<file path="config.mk">
export PLATFORM = sky130hd
export DESIGN_NAME = page_permission_map_unit
export DESIGN_NICKNAME = d
export VERILOG_FILES = /design/src/ppm_pkg.sv /design/src/ppm_front.sv /design/src/ppm_fifo.sv /design/src/ppm_back.sv /design/src/page_permission_map_unit.sv
export VERILOG_INCLUDE_DIRS = /design/src /design/src/src
export SDC_FILE = /design/constraint.sdc
export NUM_CORES = 1
export LEC_CHECK = 0
export BUFFER_PORTS_ARGS = -buffer_cell sky130_fd_sc_hd__buf_2
export CAP_MARGIN = 20
export CORE_MARGIN = 4
export CORE_UTILIZATION = 37
export CTS_CLUSTER_DIAMETER = 80
export CTS_CLUSTER_SIZE = 24
export DETAILED_ROUTE_END_ITERATION = 10
export SYNTH_ARGS = -nofsm -noshare
export SYNTH_HDL_FRONTEND = slang
export SYNTH_SLANG_ARGS = --single-unit
</file>
<file path="constraint.sdc">
create_clock -name clk -period 9.3 [get_ports clk]
set_input_delay 0.93 -clock clk [delete_from_list [all_inputs] [get_ports clk]]
set_output_delay 0.93 -clock clk [all_outputs]
set_load 0.02 [all_outputs]
</file>
<file path="src/page_permission_map_unit_assert.svh">
// Assertion macros shared by the page permission map modules
`ifndef PAGE_PERMISSION_MAP_UNIT_ASSERT_SVH
`define PAGE_PERMISSION_MAP_UNIT_ASSERT_SVH
`ifndef NO_ASSERTIONS
// check a property on every clock edge outside reset
`define PPM_ASSERT(lbl, prop, msg) \
	lbl: assert property (@(posedge clk) disable iff (!arst_n) prop) else $error(msg);
// check a property on every clock edge, reset included
`define PPM_ASSERT_ALWAYS(lbl, prop, msg) \
	lbl: assert property (@(posedge clk) prop) else $error(msg);
`else
`define PPM_ASSERT(lbl, prop, msg)
`define PPM_ASSERT_ALWAYS(lbl, prop, msg)
`endif
`endif

</file>
<file path="src/ppm_pkg.sv">
// Types and constants of the page permission map
`timescale 1ns / 1ps
`default_nettype none
package ppm_pkg;

	localparam int PPM_PAGE_BITS = 12;
	localparam int PPM_MAX_PAGES = 256;
	localparam int PPM_Q_DEPTH   = 2;

	localparam int ADDR_W   = 32;
	localparam int PCFG_W   = 9;
	localparam int IN_W     = 72;
	localparam int OUT_W    = 40;

	localparam logic [PCFG_W-1:0] PAGES_RESET = 9'd256;

	// command codes
	localparam logic [1:0] CMD_MAP    = 2'd0;
	localparam logic [1:0] CMD_UNMAP  = 2'd1;
	localparam logic [1:0] CMD_LOOKUP = 2'd2;

	typedef enum logic [1:0] {
		ST_OK        = 2'd0,
		ST_RANGE     = 2'd1,
		ST_UNALIGNED = 2'd2,
		ST_EMPTY     = 2'd3
	} status_t;

	// work the back end does for one command
	typedef enum logic [1:0] {
		K_REPORT = 2'd0,
		K_FILL   = 2'd1,
		K_CLEAR  = 2'd2,
		K_READ   = 2'd3
	} kind_t;

	typedef struct packed {
		kind_t             kind;
		status_t           status;
		logic              warn;
		logic [1:0]        ptype;
		logic [ADDR_W-1:0] base;
	} ppm_op_t;

	typedef enum logic [2:0] {
		B_CLEAR,
		B_IDLE,
		B_FILL,
		B_UNMAP,
		B_READ,
		B_DONE
	} back_state_t;

endpackage
`default_nettype wire

</file>
<file path="src/ppm_front.sv">
// Front end: takes commands, holds the page count, classifies into queue entries
`timescale 1ns / 1ps
`default_nettype none
`include "page_permission_map_unit_assert.svh"
module ppm_front import ppm_pkg::*; #(
	parameter int PAGE_BITS = PPM_PAGE_BITS,
	parameter int MAX_PAGES = PPM_MAX_PAGES,
	localparam int IDX_W = $clog2(MAX_PAGES)
) (
	input  wire logic              clk,
	input  wire logic              arst_n,
	input  wire logic              clearing,
	input  wire logic              in_valid,
	output logic                   in_ready,
	input  wire logic [1:0]        in_cmd,
	input  wire logic [ADDR_W-1:0] in_start,
	input  wire logic [ADDR_W-1:0] in_end,
	input  wire logic [1:0]        in_ptype,
	input  wire logic              cfg_we,
	input  wire logic [PCFG_W-1:0] cfg_data,
	output logic                   q_valid,
	input  wire logic              q_ready,
	output ppm_op_t                q_op,
	output logic [IDX_W-1:0]       q_first,
	output logic [IDX_W-1:0]       q_last
);

	localparam logic [ADDR_W-1:0] OFF_MASK = (ADDR_W'(1) << PAGE_BITS) - ADDR_W'(1);
	localparam logic [ADDR_W-1:0] MAX_P    = ADDR_W'(MAX_PAGES);

	logic [PCFG_W-1:0] pages_q;
	logic              valid_s1;
	logic [1:0]        cmd_s1;
	logic [ADDR_W-1:0] start_s1;
	logic [ADDR_W-1:0] end_s1;
	logic [1:0]        ptype_s1;
	logic              accept;
	logic              push;
	logic [ADDR_W-1:0] limit;
	logic [ADDR_W-1:0] first_pg;
	logic [ADDR_W-1:0] last_pg;
	logic              start_off;
	logic              end_off;

	assign accept   = in_valid && in_ready;
	assign push     = valid_s1 && q_ready;
	assign in_ready = !clearing && (!valid_s1 || q_ready);
	assign q_valid  = valid_s1;

	// hold the page count register
	always_ff @(posedge clk or negedge arst_n) begin
		if (!arst_n) begin
			pages_q <= PAGES_RESET;
		end else if (cfg_we) begin
			pages_q <= cfg_data;
		end
	end

	// track the input stage
	always_ff @(posedge clk or negedge arst_n) begin
		if (!arst_n) begin
			valid_s1 <= 1'b0;
		end else if (accept) begin
			valid_s1 <= 1'b1;
		end else if (push) begin
			valid_s1 <= 1'b0;
		end
	end

	// capture the command beat
	always_ff @(posedge clk) begin
		if (accept) begin
			cmd_s1   <= in_cmd;
			start_s1 <= in_start;
			end_s1   <= in_end;
			ptype_s1 <= in_ptype;
		end
	end

	// usable pages: the smaller of the count and the table depth
	assign limit     = (ADDR_W'(pages_q) < MAX_P) ? ADDR_W'(pages_q) : MAX_P;
	assign first_pg  = start_s1 >> PAGE_BITS;
	assign last_pg   = (end_s1 - ADDR_W'(1)) >> PAGE_BITS;
	assign start_off = (start_s1 & OFF_MASK) != '0;
	assign end_off   = (end_s1 & OFF_MASK) != '0;
	assign q_first   = first_pg[IDX_W-1:0];
	assign q_last    = last_pg[IDX_W-1:0];

	// classify the command
	always_comb begin
		q_op        = '0;
		q_op.kind   = K_REPORT;
		q_op.status = ST_OK;
		q_op.ptype  = ptype_s1;
		unique case (cmd_s1)
			CMD_MAP: begin
				q_op.warn = start_off || end_off;
				if (end_s1 <= start_s1) begin
					q_op.status = ST_EMPTY;
				end else if (last_pg >= limit) begin
					q_op.status = ST_RANGE;
				end else begin
					q_op.kind = K_FILL;
				end
			end
			CMD_UNMAP: begin
				if (start_off) begin
					q_op.status = ST_UNALIGNED;
				end else if (first_pg >= limit) begin
					q_op.status = ST_RANGE;
				end else begin
					q_op.kind = K_CLEAR;
				end
			end
			CMD_LOOKUP: begin
				if (first_pg >= limit) begin
					q_op.status = ST_RANGE;
				end else begin
					q_op.kind = K_READ;
					q_op.base = start_s1 & ~OFF_MASK;
				end
			end
			default: begin
				q_op.kind = K_REPORT;
			end
		endcase
	end

	`PPM_ASSERT(a_no_take_clearing, (clearing |-> !in_ready), "command taken during clear")
	`PPM_ASSERT(a_stage_loaded, (accept |=> valid_s1), "accepted beat lost")

endmodule
`default_nettype wire

</file>
<file path="src/ppm_fifo.sv">
// Short queue between the front and back ends
`timescale 1ns / 1ps
`default_nettype none
`include "page_permission_map_unit_assert.svh"
module ppm_fifo import ppm_pkg::*; #(
	parameter int WIDTH = 8,
	localparam int PTR_W = (PPM_Q_DEPTH > 1) ? $clog2(PPM_Q_DEPTH) : 1,
	localparam int CNT_W = $clog2(PPM_Q_DEPTH + 1)
) (
	input  wire logic             clk,
	input  wire logic             arst_n,
	input  wire logic             wr_valid,
	output logic                  wr_ready,
	input  wire logic [WIDTH-1:0] wr_data,
	output logic                  rd_valid,
	input  wire logic             rd_ready,
	output logic [WIDTH-1:0]      rd_data
);

	localparam logic [PTR_W-1:0] LAST_PTR = PTR_W'(PPM_Q_DEPTH - 1);

	logic [WIDTH-1:0] slot_q [PPM_Q_DEPTH];
	logic [PTR_W-1:0] wr_ptr_q;
	logic [PTR_W-1:0] rd_ptr_q;
	logic [CNT_W-1:0] count_q;
	logic             do_wr;
	logic             do_rd;

	assign wr_ready = count_q != CNT_W'(PPM_Q_DEPTH);
	assign rd_valid = count_q != '0;
	assign do_wr    = wr_valid && wr_ready;
	assign do_rd    = rd_valid && rd_ready;
	assign rd_data  = slot_q[rd_ptr_q];

	// store the entry
	always_ff @(posedge clk) begin
		if (do_wr) begin
			slot_q[wr_ptr_q] <= wr_data;
		end
	end

	// advance pointers and count
	always_ff @(posedge clk or negedge arst_n) begin
		if (!arst_n) begin
			wr_ptr_q <= '0;
			rd_ptr_q <= '0;
			count_q  <= '0;
		end else begin
			if (do_wr) begin
				wr_ptr_q <= (wr_ptr_q == LAST_PTR) ? '0 : wr_ptr_q + PTR_W'(1);
			end
			if (do_rd) begin
				rd_ptr_q <= (rd_ptr_q == LAST_PTR) ? '0 : rd_ptr_q + PTR_W'(1);
			end
			if (do_wr && !do_rd) begin
				count_q <= count_q + CNT_W'(1);
			end else if (do_rd && !do_wr) begin
				count_q <= count_q - CNT_W'(1);
			end
		end
	end

	`PPM_ASSERT_ALWAYS(a_count_bound, (count_q <= CNT_W'(PPM_Q_DEPTH)), "queue count overflow")

endmodule
`default_nettype wire

</file>
<file path="src/ppm_back.sv">
// Back end: owns the type table, runs map, unmap and lookup, drives the result register
`timescale 1ns / 1ps
`default_nettype none
`include "page_permission_map_unit_assert.svh"
module ppm_back import ppm_pkg::*; #(
	parameter int MAX_PAGES = PPM_MAX_PAGES,
	localparam int IDX_W = $clog2(MAX_PAGES)
) (
	input  wire logic             clk,
	input  wire logic             arst_n,
	output logic                  clearing,
	input  wire logic             q_valid,
	output logic                  q_ready,
	input  wire ppm_op_t          q_op,
	input  wire logic [IDX_W-1:0] q_first,
	input  wire logic [IDX_W-1:0] q_last,
	output logic                  out_valid,
	input  wire logic             out_ready,
	output logic [OUT_W-1:0]      out_data
);

	localparam logic [IDX_W-1:0] LAST_IDX = IDX_W'(MAX_PAGES - 1);

	logic [1:0]       types_mem [MAX_PAGES];
	back_state_t      state_q;
	back_state_t      state_d;
	ppm_op_t          op_q;
	logic [IDX_W-1:0] idx_q;
	logic [IDX_W-1:0] last_q;
	logic [IDX_W-1:0] clr_q;
	logic [1:0]       rdata_q;
	logic             out_valid_q;
	logic [OUT_W-1:0] out_data_q;
	logic             pop;
	logic             idx_inc;
	logic             mem_we;
	logic [IDX_W-1:0] mem_waddr;
	logic [1:0]       mem_wdata;
	logic             mem_re;
	logic             load_out;
	logic             out_free;
	logic             is_read;

	assign out_free  = !out_valid_q || out_ready;
	assign q_ready   = pop;
	assign clearing  = state_q == B_CLEAR;
	assign out_valid = out_valid_q;
	assign out_data  = out_data_q;
	assign is_read   = op_q.kind == K_READ;

	// type table
	always_ff @(posedge clk) begin
		if (mem_we) begin
			types_mem[mem_waddr] <= mem_wdata;
		end
		if (mem_re) begin
			rdata_q <= types_mem[idx_q];
		end
	end

	// state register
	always_ff @(posedge clk or negedge arst_n) begin
		if (!arst_n) begin
			state_q <= B_CLEAR;
		end else begin
			state_q <= state_d;
		end
	end

	// next state and table controls
	always_comb begin
		state_d   = state_q;
		pop       = 1'b0;
		idx_inc   = 1'b0;
		mem_we    = 1'b0;
		mem_waddr = idx_q;
		mem_wdata = '0;
		mem_re    = 1'b0;
		load_out  = 1'b0;
		unique case (state_q)
			B_CLEAR: begin
				mem_we    = 1'b1;
				mem_waddr = clr_q;
				if (clr_q == LAST_IDX) begin
					state_d = B_IDLE;
				end
			end
			B_IDLE: begin
				if (q_valid) begin
					pop = 1'b1;
					unique case (q_op.kind)
						K_FILL:   state_d = B_FILL;
						K_CLEAR:  state_d = B_UNMAP;
						K_READ:   state_d = B_READ;
						K_REPORT: state_d = B_DONE;
						default:  state_d = B_DONE;
					endcase
				end
			end
			B_FILL: begin
				mem_we    = 1'b1;
				mem_wdata = op_q.ptype;
				if (idx_q == last_q) begin
					state_d = B_DONE;
				end else begin
					idx_inc = 1'b1;
				end
			end
			B_UNMAP: begin
				mem_we  = 1'b1;
				state_d = B_DONE;
			end
			B_READ: begin
				mem_re  = 1'b1;
				state_d = B_DONE;
			end
			B_DONE: begin
				if (out_free) begin
					load_out = 1'b1;
					state_d  = B_IDLE;
				end
			end
			default: begin
				state_d = B_IDLE;
			end
		endcase
	end

	// sweep the table after reset
	always_ff @(posedge clk or negedge arst_n) begin
		if (!arst_n) begin
			clr_q <= '0;
		end else if (state_q == B_CLEAR) begin
			clr_q <= clr_q + IDX_W'(1);
		end
	end

	// working copy of the command being run
	always_ff @(posedge clk) begin
		if (pop) begin
			op_q   <= q_op;
			idx_q  <= q_first;
			last_q <= q_last;
		end else if (idx_inc) begin
			idx_q <= idx_q + IDX_W'(1);
		end
	end

	// result register
	always_ff @(posedge clk or negedge arst_n) begin
		if (!arst_n) begin
			out_valid_q <= 1'b0;
		end else if (load_out) begin
			out_valid_q <= 1'b1;
		end else if (out_ready) begin
			out_valid_q <= 1'b0;
		end
	end

	// pack status, warn, found, type and base from the low bit up
	always_ff @(posedge clk) begin
		if (load_out) begin
			out_data_q <= {2'b00, op_q.base, (is_read ? rdata_q : 2'b00), is_read,
				op_q.warn, op_q.status};
		end
	end

	`PPM_ASSERT(a_no_pop_clear, (clearing |-> !pop), "queue popped during clear")
	`PPM_ASSERT(a_fill_bound, ((state_q == B_FILL) |-> (idx_q <= last_q)), "fill ran past range")
	`PPM_ASSERT(a_done_loads, ((state_q == B_DONE && out_free) |=> out_valid_q),
		"result not presented")

endmodule
`default_nettype wire

</file>
<file path="src/page_permission_map_unit.sv">
// Page permission map: 2-bit access type per page with map, unmap and lookup
//
// Commands arrive on the s_axis channel: tuser carries the command (map, unmap,
// lookup), tdata the start address, the exclusive end address and the page type.
// Every command returns exactly one result beat on m_axis: status, unaligned
// warning, found flag, looked-up type and page base. cfg_wr_en writes the count
// of pages in use; write it only while no command is in flight.
// A command enters an input stage, is classified there and waits in a two-entry
// queue; the back end then runs it against the type table, one page per cycle.
// Lookup and unmap pass through one table state (read or write) before the result
// register, errors go straight to it and a map writes its pages in turn. The
// table port allows one page write per cycle.
// After reset the table is swept to not-present; no
// command is taken during the sweep. A stalled m_axis holds its result; the
// queue and input stage keep accepting until they fill, then s_axis_tready drops.
`timescale 1ns / 1ps
`default_nettype none
module page_permission_map_unit import ppm_pkg::*; #(
	parameter int PAGE_BITS = PPM_PAGE_BITS,
	parameter int MAX_PAGES = PPM_MAX_PAGES
) (
	input  wire logic              clk,
	input  wire logic              arst_n,
	input  wire logic              s_axis_tvalid,
	output logic                   s_axis_tready,
	// start_addr[31:0], end_addr[63:32], page_type[65:64], zero pad
	input  wire logic [IN_W-1:0]   s_axis_tdata,
	// cmd[1:0]
	input  wire logic [1:0]        s_axis_tuser,
	output logic                   m_axis_tvalid,
	input  wire logic              m_axis_tready,
	// status[1:0], unaligned_warn[2], found[3], type_out[5:4], page_base[37:6], zero pad
	output logic [OUT_W-1:0]       m_axis_tdata,
	input  wire logic              cfg_wr_en,
	input  wire logic [PCFG_W-1:0] cfg_wr_data
);

	localparam int IDX_W = $clog2(MAX_PAGES);
	localparam int Q_W   = $bits(ppm_op_t) + 2 * IDX_W;

	logic             clearing;
	logic             f_valid;
	logic             f_ready;
	ppm_op_t          f_op;
	logic [IDX_W-1:0] f_first;
	logic [IDX_W-1:0] f_last;
	logic             b_valid;
	logic             b_ready;
	ppm_op_t          b_op;
	logic [IDX_W-1:0] b_first;
	logic [IDX_W-1:0] b_last;
	logic [Q_W-1:0]   q_wr_data;
	logic [Q_W-1:0]   q_rd_data;

	assign q_wr_data = {f_op, f_first, f_last};
	assign {b_op, b_first, b_last} = q_rd_data;

	ppm_front #(
		.PAGE_BITS(PAGE_BITS),
		.MAX_PAGES(MAX_PAGES)
	) u_front (
		.clk      (clk),
		.arst_n   (arst_n),
		.clearing (clearing),
		.in_valid (s_axis_tvalid),
		.in_ready (s_axis_tready),
		.in_cmd   (s_axis_tuser),
		.in_start (s_axis_tdata[31:0]),
		.in_end   (s_axis_tdata[63:32]),
		.in_ptype (s_axis_tdata[65:64]),
		.cfg_we   (cfg_wr_en),
		.cfg_data (cfg_wr_data),
		.q_valid  (f_valid),
		.q_ready  (f_ready),
		.q_op     (f_op),
		.q_first  (f_first),
		.q_last   (f_last)
	);

	ppm_fifo #(
		.WIDTH(Q_W)
	) u_fifo (
		.clk      (clk),
		.arst_n   (arst_n),
		.wr_valid (f_valid),
		.wr_ready (f_ready),
		.wr_data  (q_wr_data),
		.rd_valid (b_valid),
		.rd_ready (b_ready),
		.rd_data  (q_rd_data)
	);

	ppm_back #(
		.MAX_PAGES(MAX_PAGES)
	) u_back (
		.clk       (clk),
		.arst_n    (arst_n),
		.clearing  (clearing),
		.q_valid   (b_valid),
		.q_ready   (b_ready),
		.q_op      (b_op),
		.q_first   (b_first),
		.q_last    (b_last),
		.out_valid (m_axis_tvalid),
		.out_ready (m_axis_tready),
		.out_data  (m_axis_tdata)
	);

endmodule
`default_nettype wire

</file>
Word-level counts from Yosys, hierarchy flattened:

Memory sizes are Yosys's and may differ from the RTL's. A register that Yosys moved wholly into a read port is not among the register bits.
Cells that the tools add are included.
Widths: inputs -> output; s select.

* word-level logic and storage cells: 124
* flip-flop bits (word level): 187
* input bits: 88
* memories: 2
* output and inout port bits: 42
* memory bits (writable): 622

Memories
* u_back.types_mem: depth 256, width 2, read ports 1, clocked after Yosys merged registers in 1, wr ports 1, line ppm_back.sv:24 `logic [1:0] types_mem [MAX_PAGES];`
* u_fifo.slot_q: depth 2, width 55, read ports 1, clocked after Yosys merged registers in 0, wr ports 1, line ppm_fifo.sv:22 `logic [WIDTH-1:0] slot_q [PPM_Q_DEPTH];`

* equal/unequal tests: 18
* $lt $le $gt $ge: 4
* add/sub/neg operators: 7
* mux-type cells: 45
* reductions and logical operators: 27

Operators with widths (number)
* $ge 20x32->1: 2
* $mux 32: 2
* $reduce_bool 32->1: 2
* $le 32x32->1: 1
* $sub 32x1->32 const B: 1
* $mux 8: 3
* $mux 1: 22
* $mux 2: 9
* $add 8x1->8 const B: 2
* $pmux 3 s5: 1
* $mux 3: 4
* $pmux 2 s3: 2
* $pmux 3 s4: 1
* $reduce_bool 2->1: 5
* $lt 9x9->1 const B: 1
* $mux 9: 1
* $eq 2x2->1 const B: 4
* $eq 8x8->1: 1
* $eq 8x8->1 const B: 1
* $eq 3x2->1 const B: 2
* $eq 3x3->1 const B: 2
* $logic_and 1x1->1: 6
* $ne 2x1->1 const B: 3
* $logic_not 1->1: 5
* other kinds (12): 18

Longest topological paths before layout:

Gate-level depths: netlist of the first run.

* depth after elaboration: 7
* mapped depth: 13
* depth with buffers taken out: 13

Cells and area by module:

A second synthesis of the first run with hierarchy kept.

* cells, all modules: 2009
* area, all modules: 33787.4 um^2

Modules (own cells, without submodules)
* ppm_back: area each 25174.1 um^2, cells an instance 1475, instances 1, sequential area each 18527.8 um^2
* ppm_fifo: area each 4327.9 um^2, cells an instance 189, instances 1, sequential area each 3403.3 um^2
* ppm_front: area each 4285.4 um^2, cells an instance 345, instances 1, sequential area each 2293.4 um^2

Worst setup path after synthesis of the first run:

No wires, ideal clock.

* path type: flip-flop to flip-flop
* start: register u_back.state_q[1]
* end: memory u_back.types_mem[0][0] (data pin)
* path slack: 4258 ps
* period minus slack after synthesis: 5042 ps
* setup time: 870 ps
* buffers on the path: 1
* required time: 8430 ps
* stages on the path, launching flop included: 4
* data arrival time: 4173 ps
* cell sequence: dfrtp_1 clkbuf_1 nor3b_1 and2_1

* word-level cells in the longest chain between the ends: 2

Ends and longest elaborated chain
* start, declared: line ppm_back.sv:25 `back_state_t state_q;`
* start signal, assigned: line ppm_back.sv:66 `state_q <= state_d;`
* $eq 3x2->1: line ppm_back.sv:80 `unique case (state_q)`
* $mux 2: line ppm_back.sv:80
* named net u_back.mem_wdata[0]: line ppm_back.sv:38 `logic [1:0] mem_wdata;`
* end, declared: line ppm_back.sv:24

The timed path passes the listed nets, and every way through them passes these cells.

==> impl_metrics.env, run 1 <==
export IMPL_arrival_ns=4.70
export IMPL_routedWlPerCell_um=22.8
export IMPL_reg2regPathDepth=8
export IMPL_endpoint_kind="flop"
export IMPL_clk_transition_reported_paths_ns=0.09
export IMPL_dr_total_vias=16700
export IMPL_initial_core_util=0.375
export IMPL_yosysSeqAreaShare=0.721
export IMPL_routed_wl_um=72000
export IMPL_worstMarginPinSlew_ns=1.02
export IMPL_fillers=7505
export IMPL_timing_critical_path_slowest_stage_cell="buf_4"
export IMPL_synthFlopType="edfxtp_1"
export IMPL_crit_path_max_incr_delay_ns=0.77
export IMPL_synth_edf_count=737
export IMPL_syn_inst=1890
export IMPL_r2r_slack_ns=4.89
export IMPL_grt_total_usage=0.158
export IMPL_cts_buffer_depth=3
export IMPL_max_freq_mhz=227
export IMPL_cp_max_fo=90
export IMPL_drtPass1Iterations=5
export IMPL_p_total_mw=5.67
export IMPL_crit_family="buffers and inverters"
export IMPL_hold_viol_final=0
export IMPL_grt_pass1_wl_um=108000
export IMPL_drc=0
export IMPL_synth_area_um2=31600
export IMPL_skew_ns=0.0407
export IMPL_htree_levels=2
export IMPL_die_h_um=300
export IMPL_worstPathRequired_ns=9.59
export IMPL_r2r_start="u_back.idx_q[0]$_DFFE_PP_"
export IMPL_cts_tree="yes"
export IMPL_grt_pass1_vias=17400
export IMPL_outcome="completed"
export IMPL_root_buffer="clkbuf_16"
export IMPL_grt_max_degree=139
export IMPL_maxSlewViolCount=0
export IMPL_power_density_nw_per_um2=164
export IMPL_num_rows=106
export IMPL_ant_nets=0
export IMPL_dp_hpwl_um=44000
export IMPL_syn_area_per_cell_um2=16.7
export IMPL_die_w_um=300
export IMPL_max_slew_margin=0.323
export IMPL_overflow=0
export IMPL_r2r_end="u_back.rdata_q[1]$_DFFE_PP_"
export IMPL_rsz0062_at_grt="no"
export IMPL_holdCritPathClass="primary input to async pin"
export IMPL_setup_viol=0
export IMPL_synth_largest_area_cell="edfxtp_1"
export IMPL_gp_congestion=0.816
export IMPL_post_cts_setup_buffer_count=0
export IMPL_die_area_um2=90200
export IMPL_yosys_warnings=0
export IMPL_layout_nets=2142
export IMPL_crit_path_cell_trace="buf_12, buf_4, mux4_1, mux2_2, nand2_1, nand4_1, o311ai_1, o31ai_1"
export IMPL_syn_to_final_growth_pct=9.60
export IMPL_ys_async_sr_fraction=0.0341
export IMPL_synth_area_top_cells="edfxtp_1 (70%), mux4_2 (7.6%), nor2_1 (3.4%)"
export IMPL_setup_tns_ns=0
export IMPL_synth_top_area_frac=0.700
export IMPL_ir_drop_v=0.000139
export IMPL_min_period_over_period=0.474
export IMPL_cts_resized=0
export IMPL_crit_end="u_back.rdata_q[1]$_DFFE_PP_"
export IMPL_core_area_um2=84200
export IMPL_hold_slack_ns=0.388
export IMPL_first_iter_violations=1403
export IMPL_numCtsBuffers=39
export IMPL_cp_startpoint="u_back.idx_q[0]$_DFFE_PP_"
export IMPL_vias_per_cell=5.29
export IMPL_cts_hold_fix_buffers=0
export IMPL_clkLatencyLatePin_ns=0.60
export IMPL_ys_ff_latch=763
export IMPL_cp_depth=8
export IMPL_fin_crit_ns=4.41
export IMPL_antenna_found_initial=3
export IMPL_cap_violations=0
export IMPL_port_buffers=109
export IMPL_clock_sinks=763
export IMPL_crit_buf_inv=2
export IMPL_crit_type="flop to flop"
export IMPL_drive_above_1_share=0.184
export IMPL_start_kind="flop"
export IMPL_yosysUniqueCellTypes=63
export IMPL_pin_count=130
export IMPL_leakage_nw=9.92
-- worst min-delay path by stage --
stage,slack (ns),start,cells past startpoint,endpoint
floorplan,0.40,u_back.op_q[35]$_DFFE_PP_,0,u_back.out_data[0]$_DFFE_PP_
global placement,0.40,u_back.op_q[30]$_DFFE_PP_,0,u_back.out_data[36]$_DFFE_PP_
detailed placement,0.40,u_back.op_q[34]$_DFFE_PP_,0,u_back.out_data[2]$_DFFE_PP_
CTS,0.38,arst_n,1,u_back.clr_q[5]$_DFFE_PN0P_
global route,0.41,arst_n,1,u_front.pages_q[6]$_DFFE_PN0P_
finish,0.39,arst_n,1,u_front.pages_q[3]$_DFFE_PN0P_
-- cells by family after synthesis --
group	synth area share
AO/OA/AOI/OAI	0.0337
XOR/XNOR	0.00942
adder cells (fa/ha/maj)	0.0210
buffers and inverters	0.0264
flip-flops	0.721
multiplexers	0.115
other	0.000119
AND/OR/NAND/NOR	0.0731
-- flip-flops by register name, summed over array words and instances, names as in the netlist --
signal / count
u_fifo.rd_ptr_q: 1
u_front.ptype_s1: 2
u_front.q_valid: 1
u_back.out_data: 26
u_front.cmd_s1: 2
u_back.clr_q: 8
u_back.idx_q: 8
u_back.types_mem: 512
u_back.op_q: 27
u_front.pages_q: 9
u_back.rdata_q: 2
u_front.end_s1: 32
u_front.start_s1: 32
u_back.out_valid: 1
u_fifo.count_q: 2
u_back.state_q: 3
u_fifo.slot_q: 86
u_fifo.wr_ptr_q: 1
u_back.last_q: 8
-- layout by cell type (no fill, tap or decap), types with 19 or more instances in the layout --
master     instances
a21o_1            19
a21oi_1           34
a22oi_1           19
buf_2            110
buf_4             36
clkbuf_1          19
clkbuf_16         39
conb_1            36
dfrtp_1           24
edfxtp_1         737
ha_1              53
inv_1             40
mux2_2            55
mux2i_1           30
mux4_2           107
nand2_1           81
nand3_1           21
nand4_1           23
nor2_1           282
o21ai_0           23
xnor2_1           27
-- power by group --
part / switching (mW) / internal (mW)
sequential: 0.00261 / 3.72
combinational: 0.0270 / 0.0229
clock: 1.06 / 0.834
-- worst register-to-register path: stages, from the launching register on --
cell,delay [ns]
edfxtp_1,0.72
buf_12,0.62
buf_4,0.78
mux4_1,0.68
mux2_2,0.29
nand2_1,0.07
nand4_1,0.15
o311ai_1,0.51
o31ai_1,0.28
-- cells in the mapped netlist, types with 6 or more instances --
cell / n
and2_1: 13
nand3_1: 21
buf_6: 7
nand4_1: 23
nand2_1: 81
mux4_1: 12
a21o_1: 19
mux2_2: 55
buf_4: 18
nor3b_1: 7
nand2b_1: 18
inv_1: 41
edfxtp_1: 737
mux4_2: 107
a211oi_1: 6
nor2_1: 284
nor4_1: 10
mux2i_1: 30
dfrtp_1: 25
nor2b_1: 12
a22oi_1: 19
a221oi_1: 8
clkbuf_1: 57
a21oi_1: 34
o21ai_0: 23
o31ai_1: 9
xor2_1: 7
ha_1: 53
nor3_1: 19
a31oi_1: 9
buf_2: 25
and3_1: 11
xnor2_1: 27
-- per-layer routing --
layer | vias to the layer above | GRT usage | share of wire
li1 | 7441 | - | -
met3 | 116 | 0.0259 | 0.069
met2 | 580 | 0.268 | 0.49
met4 | 0 | 0.0461 | 0.030
met1 | 8579 | 0.212 | 0.41
met5 | - | 0 | 0
-- metrics by stage --
stage / std cells / area (um^2) / util / worst slack, ns
6_report: 3161 / 34600 / 0.411 / 4.89
5_1_grt: 3160 / 34600 / 0.411 / 4.62
4_1_cts: 3157 / 34600 / 0.411 / 4.83
3_5_place_dp: 3091 / 33400 / 0.397 / 4.84
3_3_place_gp: 3089 / 33400 / 0.396 / 4.85
2_1_floorplan: 1925 / 31700 / - / 4.26
-- final cells by class --
type	instances	area, um^2	area share
Clock buffer	58	1050	0.0302
Timing Repair Buffer	152	963	0.0278
Tap cell	1134	1420	0.0410
Inverter	42	158	0.00455
Sequential cell	763	22800	0.658
Clock inverter	8	123	0.00354
Antenna cell	1	2.50	0.0000722
Multi-Input combinational cell	1003	8140	0.235
Note: power is estimated with default switching activity, not from simulation.
==> run 2, diff against run 1 <==
Clock period 9.3 ns to 3.75 ns, I/O delays scaled along.
==> run 2 against run 1 <==
  * Routed wire length rose by 1.8%
  * Setup slack got worse by 4.7 ns
  * Sequential power rose by 150%
==> impl_metrics.env, run 2 (synthesized netlist as in run 1, its figures left out) <==
export IMPL_timing_critical_path_slowest_stage_cell="edfxtp_1"
export IMPL_crit_type="flop to flop"
export IMPL_fillers=7487
export IMPL_fin_ws_ns=0.212
export IMPL_numCtsBuffers=39
export IMPL_core_area_um2=84200
export IMPL_leakage_nw=10.5
export IMPL_clk_transition_reported_paths_ns=0.09
export IMPL_overflow=0
export IMPL_layout_common_cells="edfxtp_1 (737), nor2_1 (282), buf_2 (109), mux4_2 (107), nand2_1 (81)"
export IMPL_root_buffer="clkbuf_16"
export IMPL_reg2regPathDepth=13
export IMPL_first_iter_violations=1603
export IMPL_grt_total_usage=0.161
export IMPL_finalInstanceArea_um2=35800
export IMPL_outcome="completed"
export IMPL_ir_drop_v=0.000255
export IMPL_crit_family="compound AO/OA/AOI/OAI gates"
export IMPL_fin_crit_ns=3.54
export IMPL_min_path_cells=3
export IMPL_die_h_um=300
export IMPL_worstPathRequired_ns=4.10
export IMPL_arrival_ns=3.89
export IMPL_drive_above_1_share=0.199
export IMPL_grt_pass1_wl_um=111000
export IMPL_cap_violations=0
export IMPL_ant_nets=0
export IMPL_regMostFlops="u_back.types_mem"
export IMPL_holdCritPathClass="primary input to flop"
export IMPL_hold_viol_final=0
export IMPL_hold_slack_ns=0.0391
export IMPL_dr_wl_met2_um=36200
export IMPL_grt_pass1_vias=17800
export IMPL_route_met3_wl_um=4750
export IMPL_endpoint_kind="flop"
export IMPL_crit_path_max_incr_delay_ns=0.42
export IMPL_routed_wl_um=73200
export IMPL_cp_max_fo=3
export IMPL_htree_levels=2
export IMPL_die_w_um=300
export IMPL_start_kind="flop"
export IMPL_cp_depth=13
export IMPL_die_area_um2=90200
export IMPL_grt_max_degree=88
export IMPL_cts_buffer_depth=3
export IMPL_syn_to_final_growth_pct=13.3
export IMPL_pin_count=130
export IMPL_dr_total_vias=17200
export IMPL_min_period_over_period=0.943
export IMPL_reg_top3="u_back.types_mem (512), u_fifo.slot_q (86)"
export IMPL_dpl_instance_area_um2=33900
export IMPL_largest_reg_flops=512
export IMPL_dp_cells=3138
export IMPL_skew_ns=0.0258
export IMPL_clkLatencyLatePin_ns=0.60
export IMPL_max_slew_margin=0.441
export IMPL_layout_nets=2264
export IMPL_num_rows=106
export IMPL_max_freq_mhz=283
export IMPL_routedWlPerCell_um=22.3
export IMPL_cpMostUsedCell="a21o_1"
export IMPL_gp_congestion=0.871
export IMPL_setup_viol=0
export IMPL_worstMarginPinSlew_ns=0.838
export IMPL_vias_per_cell=5.25
export IMPL_initial_core_util=0.375
export IMPL_antenna_found_initial=2
export IMPL_drc=0
export IMPL_final_common_cell="edfxtp_1"
export IMPL_p_total_mw=14.1
export IMPL_cts_tree="yes"
export IMPL_port_buffers=109
export IMPL_maxSlewViolCount=0
export IMPL_pre_cts_slack_ns=0.0511
export IMPL_crit_buf_inv=1
export IMPL_met1_length_um=30800
export IMPL_power_density_nw_per_um2=393
export IMPL_crit_path_cell_trace="nor4_2, nand4_1, buf_4, nor3_1, xor2_1, ha_1, a21o_1, a21o_1, a21o_1, a2111oi_0, o221ai_1, a21oi_1, a21oi_1"
export IMPL_fin_cells=3280
export IMPL_clock_sinks=763
export IMPL_drtPass1Iterations=5
export IMPL_dp_hpwl_um=47700
export IMPL_top_layer="met4"
## run 2: cell types whose count changed in the layout (fill, tap and decap cells not counted), sizes merged
cell	delta
dlygate4sd3	+76
buf	+46
clkbuf	-7
inv	+2
clkinv	+1
clkinvlp	+1
## run 2: power breakdown
part	internal (mW)	switching, mW	leakage, nW	total, mW
combinational	0.110	0.0822	3.99	0.192
clock	2.04	2.63	0.554	4.67
sequential	9.21	0.00658	5.91	9.22
## run 2: worst min-delay path: stages
cell	delay [ns]
buf_2	0.10
inv_1	0.04
o21ai_0	0.07
## run 2: routing by layer
metal,global-route usage,up-vias
met2,0.272,587
met5,0,-
met3,0.0208,82
li1,-,7691
met4,0.0361,0
met1,0.223,8848
## run 2: what timing repair did
| item | 4_1_cts | 5_1_grt |
|---|---|---|
| gates resized for setup | 0 | 4 |
| setup buffers | 0 | 2 |
| setup endpoints to repair | 0 | 4 |
| hold buffers | 76 | 0 |
| hold endpoints to repair | 100 | 0 |
## run 2: worst paths after layout
path | from | endpoint | slack [ns]
worst max register to register | u_front.end_s1[0]$_DFFE_PP_ | u_fifo.slot_q[0][51]$_DFFE_PP_ | 0.21
min in group asynchronous | arst_n | u_front.pages_q[4]$_DFFE_PN0P_ | 0.36
worst min-delay path | s_axis_tvalid | u_front.q_valid$_DFFE_PN0P_ | 0.04
max in group asynchronous | arst_n | u_fifo.rd_ptr_q$_DFFE_PN0P_ | 2.87
worst min register to register | u_back.op_q[16]$_DFFE_PP_ | u_back.out_data[22]$_DFFE_PP_ | 0.42
worst max-delay path | u_front.end_s1[0]$_DFFE_PP_ | u_fifo.slot_q[0][51]$_DFFE_PP_ | 0.21
## run 2: cell type report
class	instances	area, um^2	area share
inverters	42	158	0.00440
well taps	1134	1420	0.0396
diodes	1	2.50	0.0000699
clock buffers	51	1020	0.0285
multi-input cells	1003	8170	0.228
clock inverters	12	121	0.00339
repair buffers	274	2140	0.0597
flip-flops and latches	763	22800	0.636
## run 2: stage by stage
step           setup TNS, ns  utilization
2_1_floorplan              0            -
3_3_place_gp               0        0.402
3_5_place_dp               0        0.402
4_1_cts                    0        0.425
5_1_grt              -0.0906        0.425
6_report                   0        0.425
